$ cat config.mk
export PLATFORM = sky130hd
export DESIGN_NAME = tremolo_lfo_gain_unit
export DESIGN_NICKNAME = d
export VERILOG_FILES = /design/src/rtl/tlg_pkg.sv /design/src/rtl/tlg_ctrl.sv /design/src/rtl/tlg_datapath.sv /design/src/rtl/tremolo_lfo_gain_unit.sv
export SDC_FILE = /design/constraint.sdc
export NUM_CORES = 2
export LEC_CHECK = 0
export BUFFER_PORTS_ARGS = -buffer_cell sky130_fd_sc_hd__buf_2
export CORE_MARGIN = 5
export CORE_UTILIZATION = 35
export DETAILED_ROUTE_END_ITERATION = 7
export PLACE_DENSITY = 0.58
export SYNTH_ARGS = -nofsm -noshare
export SYNTH_HDL_FRONTEND = slang
export SYNTH_HIERARCHICAL = 1
export SYNTH_SLANG_ARGS = --single-unit
export TNS_END_PERCENT = 5
$ cat constraint.sdc
create_clock -name clk -period 19.1 [get_ports clk]
set_clock_uncertainty 0.2 [all_clocks]
set_input_delay 1.91 -clock clk [delete_from_list [all_inputs] [get_ports clk]]
set_output_delay 1.91 -clock clk [all_outputs]
set_load 0.03 [all_outputs]
$ cat src/rtl/tlg_pkg.sv
`timescale 1ns / 1ps

package tlg_pkg;

    // Default build values
    localparam int SINE_TABLE_BITS_DEF = 8;
    localparam int SAMPLE_BITS_DEF     = 24;
    localparam int CHANNELS_DEF        = 2;

    // Channel select field is sized for the largest channel count (8)
    localparam int CHAN_SEL_W = 3;

    // Configuration port
    localparam int CFG_ADDR_W = 2;
    localparam int CFG_DATA_W = 31;

    localparam logic [CFG_ADDR_W-1:0] REG_PHASE_STEP = 2'd0;
    localparam logic [CFG_ADDR_W-1:0] REG_DEPTH      = 2'd1;
    localparam logic [CFG_ADDR_W-1:0] REG_WAVEFORM   = 2'd2;

    localparam logic [30:0] PHASE_STEP_RST = 31'd447392;
    localparam logic [15:0] DEPTH_RST      = 16'd22938;
    localparam logic [1:0]  WAVEFORM_RST   = 2'd0;

    // Waveform codes; anything else runs the sine
    localparam logic [1:0] WAVE_TRIANGLE = 2'd1;
    localparam logic [1:0] WAVE_SQUARE   = 2'd2;

    localparam logic [16:0] DEPTH_FULL = 17'd32768;

    // Odd Taylor polynomial of sin(pi/2*x) in Q30
    localparam logic signed [31:0] SIN_C9 = 32'sd172273;

    function automatic logic signed [31:0] sin_coef(input logic [1:0] k);
        logic signed [31:0] c;
        unique case (k)
            2'd0:    c = -32'sd5026994;
            2'd1:    c = 32'sd85569302;
            2'd2:    c = -32'sd693598668;
            2'd3:    c = 32'sd1686629713;
            default: c = 32'sd0;
        endcase
        return c;
    endfunction

    // Datapath commands
    typedef enum logic [3:0] {
        OP_NOP,
        OP_LOAD,
        OP_MUL_XX,
        OP_X2,
        OP_HMUL,
        OP_HADD,
        OP_MUL_PX,
        OP_LFO,
        OP_MUL_D,
        OP_GAIN,
        OP_MUL_S,
        OP_STORE,
        OP_OUT
    } op_t;

    typedef struct packed {
        op_t                   op;
        logic [1:0]            coef_sel;
        logic [CHAN_SEL_W-1:0] chan;
    } cmd_t;

endpackage

$ cat src/rtl/tlg_ctrl.sv
`timescale 1ns / 1ps

module tlg_ctrl #(
    parameter int CHANNELS = tlg_pkg::CHANNELS_DEF
) (
    input  logic          clk,
    input  logic          rst_n,
    input  logic          s_tvalid,
    output logic          s_tready,
    output logic          m_tvalid,
    input  logic          m_tready,
    output tlg_pkg::cmd_t cmd
);
    import tlg_pkg::*;

    localparam int CH_W = (CHANNELS > 1) ? $clog2(CHANNELS) : 1;
    localparam logic [CH_W-1:0] LAST_CH = CH_W'(CHANNELS - 1);

    localparam logic [3:0] ST_IDLE   = 4'd0;
    localparam logic [3:0] ST_MUL_XX = 4'd1;
    localparam logic [3:0] ST_X2     = 4'd2;
    localparam logic [3:0] ST_HMUL   = 4'd3;
    localparam logic [3:0] ST_HADD   = 4'd4;
    localparam logic [3:0] ST_MUL_PX = 4'd5;
    localparam logic [3:0] ST_LFO    = 4'd6;
    localparam logic [3:0] ST_MUL_D  = 4'd7;
    localparam logic [3:0] ST_GAIN   = 4'd8;
    localparam logic [3:0] ST_MUL_S  = 4'd9;
    localparam logic [3:0] ST_STORE  = 4'd10;
    localparam logic [3:0] ST_OUT    = 4'd11;

    logic [3:0]      state_reg, state_next;
    logic [1:0]      k_reg, k_next;
    logic [CH_W-1:0] ch_reg, ch_next;
    logic            m_tvalid_reg, m_tvalid_next;
    op_t             op;
    logic            out_free;

    assign out_free = !m_tvalid_reg || m_tready;
    assign s_tready = (state_reg == ST_IDLE);
    assign m_tvalid = m_tvalid_reg;

    always_comb
    begin
        state_next = state_reg;
        k_next     = k_reg;
        ch_next    = ch_reg;
        op         = OP_NOP;
        unique case (state_reg)
            ST_IDLE:
            begin
                if (s_tvalid)
                begin
                    op         = OP_LOAD;
                    state_next = ST_MUL_XX;
                end
            end
            ST_MUL_XX:
            begin
                op         = OP_MUL_XX;
                state_next = ST_X2;
            end
            ST_X2:
            begin
                op         = OP_X2;
                k_next     = 2'd0;
                state_next = ST_HMUL;
            end
            ST_HMUL:
            begin
                op         = OP_HMUL;
                state_next = ST_HADD;
            end
            ST_HADD:
            begin
                op = OP_HADD;
                if (k_reg == 2'd3)
                begin
                    state_next = ST_MUL_PX;
                end
                else
                begin
                    k_next     = k_reg + 2'd1;
                    state_next = ST_HMUL;
                end
            end
            ST_MUL_PX:
            begin
                op         = OP_MUL_PX;
                state_next = ST_LFO;
            end
            ST_LFO:
            begin
                op         = OP_LFO;
                state_next = ST_MUL_D;
            end
            ST_MUL_D:
            begin
                op         = OP_MUL_D;
                state_next = ST_GAIN;
            end
            ST_GAIN:
            begin
                op         = OP_GAIN;
                ch_next    = '0;
                state_next = ST_MUL_S;
            end
            ST_MUL_S:
            begin
                op         = OP_MUL_S;
                state_next = ST_STORE;
            end
            ST_STORE:
            begin
                op = OP_STORE;
                if (ch_reg == LAST_CH)
                begin
                    state_next = ST_OUT;
                end
                else
                begin
                    ch_next    = ch_reg + 1'b1;
                    state_next = ST_MUL_S;
                end
            end
            ST_OUT:
            begin
                if (out_free)
                begin
                    op         = OP_OUT;
                    state_next = ST_IDLE;
                end
            end
            default:
            begin
                state_next = ST_IDLE;
            end
        endcase
    end

    always_comb
    begin
        if (op == OP_OUT)
        begin
            m_tvalid_next = 1'b1;
        end
        else if (m_tready)
        begin
            m_tvalid_next = 1'b0;
        end
        else
        begin
            m_tvalid_next = m_tvalid_reg;
        end
    end

    assign cmd.op       = op;
    assign cmd.coef_sel = k_reg;
    assign cmd.chan     = CHAN_SEL_W'(ch_reg);

    always_ff @(posedge clk or negedge rst_n)
    begin
        if (!rst_n)
        begin
            state_reg    <= ST_IDLE;
            k_reg        <= '0;
            ch_reg       <= '0;
            m_tvalid_reg <= 1'b0;
        end
        else
        begin
            state_reg    <= state_next;
            k_reg        <= k_next;
            ch_reg       <= ch_next;
            m_tvalid_reg <= m_tvalid_next;
        end
    end

`ifndef NO_ASSERTIONS
    // A pending result is never overwritten
    a_out_no_clobber: assert property (@(posedge clk) disable iff (!rst_n)
        (op == OP_OUT) |-> (!m_tvalid_reg || m_tready))
        else $error("result register loaded while previous item still pending");

    // An accepted item starts the multiply sequence
    a_accept_starts: assert property (@(posedge clk) disable iff (!rst_n)
        (s_tvalid && s_tready) |=> (state_reg == ST_MUL_XX))
        else $error("accepted item did not start the sequence");

    // The sine product only follows the last Horner step
    a_horner_done: assert property (@(posedge clk) disable iff (!rst_n)
        (state_reg == ST_MUL_PX) |-> ($past(state_reg) == ST_HADD && $past(k_reg) == 2'd3))
        else $error("polynomial evaluation cut short");

    // Stalled output keeps the sequencer parked
    a_out_wait: assert property (@(posedge clk) disable iff (!rst_n)
        (state_reg == ST_OUT && !out_free) |=> (state_reg == ST_OUT))
        else $error("sequencer left output wait while result pending");
`endif

endmodule

$ cat src/rtl/tlg_datapath.sv
`timescale 1ns / 1ps

module tlg_datapath #(
    parameter int SINE_TABLE_BITS = tlg_pkg::SINE_TABLE_BITS_DEF,
    parameter int SAMPLE_BITS     = tlg_pkg::SAMPLE_BITS_DEF,
    parameter int CHANNELS        = tlg_pkg::CHANNELS_DEF
) (
    input  logic                                         clk,
    input  logic                                         rst_n,
    input  tlg_pkg::cmd_t                                cmd,
    input  logic [((CHANNELS*SAMPLE_BITS+7)/8)*8-1:0]    s_tdata,
    input  logic                                         s_tlast,
    output logic [((CHANNELS*SAMPLE_BITS+7)/8)*8-1:0]    m_tdata,
    output logic                                         m_tlast,
    input  logic                                         cfg_we,
    input  logic [tlg_pkg::CFG_ADDR_W-1:0]               cfg_addr,
    input  logic [tlg_pkg::CFG_DATA_W-1:0]               cfg_wdata
);
    import tlg_pkg::*;

    localparam int B    = SINE_TABLE_BITS;
    localparam int CH_W = (CHANNELS > 1) ? $clog2(CHANNELS) : 1;

    // Configuration
    logic [30:0] phase_step_reg;
    logic [15:0] depth_reg;
    logic [1:0]  waveform_reg;

    // Working registers
    logic [31:0]              phase_acc_reg;
    logic [31:0]              ph_reg;
    logic signed [31:0]       x_reg;
    logic signed [31:0]       x2_reg;
    logic signed [31:0]       p_reg;
    logic signed [63:0]       prod_reg;
    logic signed [15:0]       lfo_reg;
    logic [16:0]              gain_reg;
    logic signed [SAMPLE_BITS-1:0] samp_reg [CHANNELS];
    logic signed [SAMPLE_BITS-1:0] y_reg    [CHANNELS];
    logic [SAMPLE_BITS-1:0]   out_reg  [CHANNELS];
    logic                     last_reg;
    logic                     out_last_reg;

    logic [CH_W-1:0]    ch;
    logic [B-1:0]       idx;
    logic [B:0]         mag_idx;
    logic signed [31:0] x_new;
    logic signed [31:0] mul_a, mul_b;
    logic signed [63:0] prod_adj;
    logic signed [63:0] prod_q30;
    logic signed [63:0] prod_y;
    logic signed [32:0] r_round;
    logic signed [32:0] r_shift;
    logic [14:0]        sin_mag;
    logic signed [15:0] sin_val;
    logic [16:0]        tri_t;
    logic signed [17:0] tri_v;
    logic signed [15:0] tri_val;
    logic signed [15:0] sq_val;
    logic [16:0]        depth_sat;

    assign ch = cmd.chan[CH_W-1:0];

    // Quarter-wave index mirrored on odd quadrants, then scaled to Q30
    assign idx     = phase_acc_reg[29 -: B];
    assign mag_idx = phase_acc_reg[30] ? ((B+1)'(1) << B) - {1'b0, idx} : {1'b0, idx};
    assign x_new   = $signed({1'b0, mag_idx, {(30-B){1'b0}}});

    // Q30 product, truncated toward zero
    assign prod_adj = prod_reg + (prod_reg[63] ? 64'sd1073741823 : 64'sd0);
    assign prod_q30 = prod_adj >>> 30;

    // Sine magnitude: round to Q15 and clamp
    assign r_round = 33'(prod_q30[31:0]) + 33'sd16384;
    assign r_shift = r_round >>> 15;
    always_comb
    begin
        if (r_shift < 0)
        begin
            sin_mag = '0;
        end
        else if (r_shift > 33'sd32767)
        begin
            sin_mag = 15'h7fff;
        end
        else
        begin
            sin_mag = r_shift[14:0];
        end
    end
    assign sin_val = ph_reg[31] ? -$signed({1'b0, sin_mag}) : $signed({1'b0, sin_mag});

    // Triangle from the top phase bits, peak clamped
    assign tri_t = ph_reg[31:15];
    assign tri_v = ph_reg[31] ? (18'sd98304 - $signed({1'b0, tri_t}))
                              : ($signed({1'b0, tri_t}) - 18'sd32768);
    assign tri_val = (tri_v > 18'sd32767) ? 16'sd32767 : tri_v[15:0];

    assign sq_val = ph_reg[31] ? -16'sd32768 : 16'sd32767;

    assign depth_sat = ({1'b0, depth_reg} > DEPTH_FULL) ? DEPTH_FULL : {1'b0, depth_reg};

    // Shared multiplier operand select
    always_comb
    begin
        mul_a = '0;
        mul_b = '0;
        unique case (cmd.op)
            OP_MUL_XX:
            begin
                mul_a = x_reg;
                mul_b = x_reg;
            end
            OP_HMUL:
            begin
                mul_a = p_reg;
                mul_b = x2_reg;
            end
            OP_MUL_PX:
            begin
                mul_a = p_reg;
                mul_b = x_reg;
            end
            OP_MUL_D:
            begin
                mul_a = $signed({15'b0, depth_sat});
                mul_b = 32'sd32768 - 32'(lfo_reg);
            end
            OP_MUL_S:
            begin
                mul_a = 32'(samp_reg[ch]);
                mul_b = $signed({15'b0, gain_reg});
            end
            default:
            begin
                mul_a = '0;
                mul_b = '0;
            end
        endcase
    end

    assign prod_y = prod_reg >>> 15;

    // Configuration and phase state
    always_ff @(posedge clk or negedge rst_n)
    begin
        if (!rst_n)
        begin
            phase_step_reg <= PHASE_STEP_RST;
            depth_reg      <= DEPTH_RST;
            waveform_reg   <= WAVEFORM_RST;
            phase_acc_reg  <= '0;
        end
        else
        begin
            if (cfg_we)
            begin
                unique case (cfg_addr)
                    REG_PHASE_STEP: phase_step_reg <= cfg_wdata;
                    REG_DEPTH:      depth_reg      <= cfg_wdata[15:0];
                    REG_WAVEFORM:   waveform_reg   <= cfg_wdata[1:0];
                    default:        ;
                endcase
            end
            if (cmd.op == OP_LOAD)
            begin
                phase_acc_reg <= phase_acc_reg + {1'b0, phase_step_reg};
            end
        end
    end

    // Payload registers
    always_ff @(posedge clk)
    begin
        unique case (cmd.op)
            OP_LOAD:
            begin
                ph_reg   <= phase_acc_reg;
                x_reg    <= x_new;
                last_reg <= s_tlast;
                for (int c = 0; c < CHANNELS; c++)
                begin
                    samp_reg[c] <= s_tdata[c*SAMPLE_BITS +: SAMPLE_BITS];
                end
            end
            OP_MUL_XX, OP_HMUL, OP_MUL_PX, OP_MUL_D, OP_MUL_S:
            begin
                prod_reg <= mul_a * mul_b;
            end
            OP_X2:
            begin
                x2_reg <= prod_q30[31:0];
                p_reg  <= SIN_C9;
            end
            OP_HADD:
            begin
                p_reg <= sin_coef(cmd.coef_sel) + prod_q30[31:0];
            end
            OP_LFO:
            begin
                if (waveform_reg == WAVE_TRIANGLE)
                begin
                    lfo_reg <= tri_val;
                end
                else if (waveform_reg == WAVE_SQUARE)
                begin
                    lfo_reg <= sq_val;
                end
                else
                begin
                    lfo_reg <= sin_val;
                end
            end
            OP_GAIN:
            begin
                gain_reg <= 17'd32768 - prod_reg[32:16];
            end
            OP_STORE:
            begin
                y_reg[ch] <= prod_y[SAMPLE_BITS-1:0];
            end
            OP_OUT:
            begin
                out_last_reg <= last_reg;
                for (int c = 0; c < CHANNELS; c++)
                begin
                    out_reg[c] <= y_reg[c];
                end
            end
            default:
            begin
            end
        endcase
    end

    always_comb
    begin
        m_tdata = '0;
        for (int c = 0; c < CHANNELS; c++)
        begin
            m_tdata[c*SAMPLE_BITS +: SAMPLE_BITS] = out_reg[c];
        end
    end

    assign m_tlast = out_last_reg;

endmodule

$ cat src/rtl/tremolo_lfo_gain_unit.sv
`timescale 1ns / 1ps

// Channel   | Signals                                | Carries
// ----------+----------------------------------------+------------------------------------
// s (in)    | s_tvalid s_tready s_tdata s_tlast      | one frame: samples, block-end mark
// m (out)   | m_tvalid m_tready m_tdata m_tlast      | one modulated frame, mark copied
// cfg       | cfg_we cfg_addr cfg_wdata              | 0 phase_step, 1 depth, 2 waveform
//
// One item at a time; each goes through the single shared 32x32 multiplier in turn:
// LFO polynomial (6 products), gain (1), then one product per channel.
// The LFO uses the phase before the item; the phase advances when the item is taken.
// Reset (rst_n low, async) clears the phase and loads the register defaults.
// A finished item waits in the output register; the next item is taken meanwhile and
// the sequencer only parks if that item finishes while the previous one is still held.

module tremolo_lfo_gain_unit #(
    parameter int SINE_TABLE_BITS = tlg_pkg::SINE_TABLE_BITS_DEF,
    parameter int SAMPLE_BITS     = tlg_pkg::SAMPLE_BITS_DEF,
    parameter int CHANNELS        = tlg_pkg::CHANNELS_DEF
) (
    input  logic                                      clk,
    input  logic                                      rst_n,
    input  logic                                      s_tvalid,
    output logic                                      s_tready,
    // s_tdata: left_in, right_in (one SAMPLE_BITS lane per channel), zero pad
    input  logic [((CHANNELS*SAMPLE_BITS+7)/8)*8-1:0] s_tdata,
    input  logic                                      s_tlast,
    output logic                                      m_tvalid,
    input  logic                                      m_tready,
    // m_tdata: left_out, right_out (one SAMPLE_BITS lane per channel), zero pad
    output logic [((CHANNELS*SAMPLE_BITS+7)/8)*8-1:0] m_tdata,
    output logic                                      m_tlast,
    input  logic                                      cfg_we,
    input  logic [tlg_pkg::CFG_ADDR_W-1:0]            cfg_addr,
    input  logic [tlg_pkg::CFG_DATA_W-1:0]            cfg_wdata
);
    import tlg_pkg::*;

    cmd_t cmd;

    // Sequencer: steps the shared multiplier through the per-item schedule
    tlg_ctrl #(
        .CHANNELS (CHANNELS)
    ) u_ctrl (
        .clk      (clk),
        .rst_n    (rst_n),
        .s_tvalid (s_tvalid),
        .s_tready (s_tready),
        .m_tvalid (m_tvalid),
        .m_tready (m_tready),
        .cmd      (cmd)
    );

    // Phase accumulator, LFO, gain and per-channel scaling
    tlg_datapath #(
        .SINE_TABLE_BITS (SINE_TABLE_BITS),
        .SAMPLE_BITS     (SAMPLE_BITS),
        .CHANNELS        (CHANNELS)
    ) u_datapath (
        .clk       (clk),
        .rst_n     (rst_n),
        .cmd       (cmd),
        .s_tdata   (s_tdata),
        .s_tlast   (s_tlast),
        .m_tdata   (m_tdata),
        .m_tlast   (m_tlast),
        .cfg_we    (cfg_we),
        .cfg_addr  (cfg_addr),
        .cfg_wdata (cfg_wdata)
    );

endmodule

* Yosys cells after proc, flatten, opt, wreduce, memory -nomap -nowiden
Memories as Yosys holds them, arrays and structs flattened. Index checks and enable logic that the tools add are counted.
Storage, ports and cells: register bits 293, RAM bits 144, bits of input ports 87, output and inout bits 51, word-level logic and storage cells 124, memories 3
Memory list:
- u_datapath.out_reg | depth 2, width 24, read ports 2, clocked after Yosys merged registers in 0, wr ports 2, RTL line tlg_datapath.sv:40 | logic [SAMPLE_BITS-1:0] out_reg [CHANNELS];
- u_datapath.samp_reg | depth 2, width 24, read ports 1, clocked after Yosys merged registers in 0, wr ports 2, RTL line tlg_datapath.sv:38 | logic signed [SAMPLE_BITS-1:0] samp_reg [CHANNELS];
- u_datapath.y_reg | depth 2, width 24, read ports 2, clocked after Yosys merged registers in 0, wr ports 1, RTL line tlg_datapath.sv:39 | logic signed [SAMPLE_BITS-1:0] y_reg [CHANNELS];
Cells by class: add/sub/neg operators 12, $mul 1, order comparisons 4, eq/ne operators 33, mux-type cells 36, reduce and logical (&&, ||, !) cells 17
Operators by type and width (number):
- $pmux 32 s4 | 3
- $mux 16 | 6
- $pmux 4 s12 | 2
- $mul 32x32->64 | 1
- $pmux 32 s2 | 1
- $add 62x62->62 | 1
- $eq 4x4->1 const B | 9
- $gt 18x16->1 const B | 2
- $add 32x15->33 const B | 1
- $add 32x31->32 | 1
- $add 32x32->32 | 1
- $eq 4x3->1 const B | 8
- $mux 32 | 1
- $mux 15 | 2
- $mux 30 | 1
- $lt 18x1->1 const B | 1
- $mux 18 | 1
- $sub 17x16->18 const A | 1
- $sub 17x16->18 const B | 1
- $sub 17x17->18 const A | 1
- $sub 16x17->17 const A | 1
- $eq 4x2->1 const B | 4
- $gt 16x16->1 const B | 1
- $neg 15->16 | 1
- other kinds (23) | 51

* Depth between registers and ports, before layout
depth after elaboration 10, mapped depth 43, gate-level depth less buffers 38

* Modules after synthesis
The synthesis kept the hierarchy.
By module, submodules not included:
- tlg_datapath | times used 1, cells each 5606, area each 56001.2 µm²
- tlg_ctrl | times used 1, cells each 62, area each 575.6 µm²

* Worst setup path after synthesis
Ideal clock, no wire load.
path kind input-to-reg, start in m_tready, end reg u_datapath.prod_reg[60], data pin, library setup time 0.265 ns, data arrival time 11.776 ns, path slack 6.859 ns, cell stages on the path 38, cells stage by stage and2b_2 a211o_1 nand2_1 nand2b_1 clkbuf_1 or3_1 clkbuf_1 a21oi_1 clkbuf_1 a221oi_1 clkbuf_1 nor2_1 fa_1 inv_1 fa_1 fa_1 fa_1 inv_1 (+2 left out) fa_1 inv_1 fa_1 inv_1 ha_1 nand3_1 nor2_1 nand2_1 a2111oi_0 o21ai_1 a31oi_1 o211ai_1 a211oi_1 nand3b_1 a41oi_1 o21ai_0 nor4b_1 or3_1
RTL lines:
- start, declared | RTL line tremolo_lfo_gain_unit.sv:29 | input logic m_tready,
- end signal, assigned | RTL line tlg_datapath.sv:188 | prod_reg <= mul_a * mul_b;
- end, declared | RTL line tlg_datapath.sv:35 | logic signed [63:0] prod_reg;

==> flow_metrics.py <==
metrics = {
    "timing": {
        "min_period_ns": 14.50,
        "hold_viol_final": 0,
        "slew_headroom": 0.157,
        "rsz0062_at_grt": "false",
        "finalSetupViolations": 0,
        "worst_pin_slew_ns": 1.27,
        "tns_ns": 0,
        "maxSlewViolCount": 0,
        "setup_ws_ns": 4.60,
        "fmax_mhz": 69.0,
        "period_share": 0.759,
    },
    "setup_path": {
        "path_class": "in -> reg",
        "slowest_stage": "a221o_1",
        "critPathRequiredTime_ns": 19.27,
        "cp_max_fo": 22,
        "end_kind": "register",
        "crit_family": "compound AO/OA/AOI/OAI gates",
        "rr_endpoint": "u_datapath/prod_reg[60]",
        "cp_common_cell": "fa_1",
        "reg2reg_depth": 37,
        "arrival_ns": 14.66,
        "worstReg2RegStart": "u_ctrl/state_reg[0]",
        "path_buf_inv": 8,
        "max_stage_delay_ns": 1.05,
        "cp-start-kind": "primary input",
        "ff2ff_setup_slack_ns": 5.29,
    },
    "hold_path": {
        "min-delay-start": "u_datapath/y_reg[1][14]",
        "min_to": "u_datapath/out_reg[0][38]",
        "hold_depth": 0,
        "worst_hold_path_type": "reg -> reg",
    },
    "synthesis": {
        "avgSynthCellArea_um2": 9.98,
        "synth_cells": 5665,
        "yosysWarnings": 6,
        "synth_area_um2": 56600,
        "syn_nets": 7119,
    },
    "clocking": {
        "cts_max_level": 2,
        "cts_buffers": 44,
        "clk_latency_ns": 0.62,
        "ctsResizeCount": 0,
        "post-cts-setup-buffers": 0,
        "cts_root_buf": "clkbuf_16",
        "cts.sinks": 420,
        "clock_path_buffers": 3,
        "cts_tree": "yes",
        "clkTransAtPathRegs_ns": 0.06,
        "ctsHoldBuffers": 0,
    },
    "drt": {
        "wl_per_cell_um": 23.3,
        "dr_wl_met3_um": 16500,
        "firstDrtPassIters": 5,
        "drtIter0Drc": 3727,
        "route.met2.wl_um": 83200,
        "ant_nets": 0,
        "topRoutingLayerUsed": "met4",
        "vias": 41700,
        "wl_met1_um": 76600,
        "drc": 0,
        "wl_um": 185000,
        "routed_via_density": 5.25,
    },
    "finish": {
        "num_antenna_cells": 0,
        "drive_above_1_share": 0.0858,
        "nNetsFinal": 7201,
        "fill_cells": 16000,
        "synthToLayoutAreaGrowth_pct": 9.18,
        "largest_register_ffs": 63,
    },
    "run": {
        "maxCapViolations": 0,
    },
    "floorplanning": {
        "chipWidth_um": 412,
        "io_pins": 138,
        "die_h_um": 412,
        "core-area_um2": 161000,
        "rows": 147,
        "initial_core_util": 0.352,
        "dieArea_um2": 170000,
    },
    "global_route": {
        "antenna_found_initial": 4,
        "grt_usage": 0.220,
        "grt_pass1_vias": 43900,
        "grt_max_degree": 64,
        "grt_pass1_wl_um": 280000,
        "gr-total-overflow": 0,
    },
    "place": {
        "numPortBuffers": 137,
        "place_ws_ns": 4.20,
        "place_congestion": 0.968,
        "dp_hpwl_um": 143000,
    },
    "power": {
        "ir_drop_uv": 147,
        "p_per_area_nw_per_um2": 178,
        "p_leak_nw": 26.3,
    },
    "outcome": {
        "status": "finished, final reports clean",
    },
}
## cell type report
cell class / count / area, µm² / share of cell area
clock buffer: 54 / 1160 / 0.0188
clock inverter: 25 / 319 / 0.00517
timing repair buffer: 267 / 1660 / 0.0269
multi-input combinational: 3938 / 39700 / 0.643
inverter: 1076 / 4040 / 0.0654
tap: 2160 / 2700 / 0.0438
sequential: 420 / 12200 / 0.197
## layout by cell type, fill, tap and decap left out, drive strengths merged, types with 33 or more instances in the layout
cell type	instances
fa	1084
buf	267
nand2b	33
o21ai	140
ha	283
nand2	785
xor2	67
a21oi	161
a21o	66
nand3	45
mux2	52
inv	1078
nor3	56
xnor2	142
clkbuf	54
nor2	517
edfxtp	331
dfrtp	72
## worst max-delay path by stage
| stage | from | endpoint | slack, ns | depth (start not counted) |
|---|---|---|---|---|
| after global routing | m_tready | u_datapath/prod_reg[60] | 3.86 | 38 |
| final | m_tready | u_datapath/prod_reg[60] | 4.60 | 38 |
| after detailed placement | m_tready | u_datapath/prod_reg[60] | 4.20 | 38 |
| after floorplan | m_tready | u_datapath/prod_reg[60] | 6.86 | 38 |
| after CTS | m_tready | u_datapath/prod_reg[60] | 4.82 | 38 |
| after global placement | m_tready | u_datapath/prod_reg[60] | 4.48 | 38 |
## power breakdown
part           internal (mW)  switching [mW]
Combinational           2.70            5.49
Clock                  0.506           0.395
Sequential              1.59           0.335
Total                   4.80            6.22
## metrics by stage
stage | total power [mW] | hold slack [ns] | utilization | instances | cell area (µm²)
2_1_floorplan | 6.91 | 0.200 | - | 5665 | 56600
3_3_place_gp | 9.92 | 0.202 | 0.375 | 7861 | 60300
3_5_place_dp | 10.0 | 0.205 | 0.375 | 7861 | 60300
4_1_cts | 11.0 | 0.219 | 0.385 | 7940 | 61700
5_1_grt | 11.8 | 0.223 | 0.385 | 7940 | 61700
6_report | 11.0 | 0.217 | 0.385 | 7940 | 61700
## per-layer routing
metal  up-vias  global-route usage
li1      17900                   -
met1     21500               0.304
met2      1876               0.347
met3       386              0.0416
met4         0              0.0764
met5         -                   0
Power figures use the tool's default switching activity.
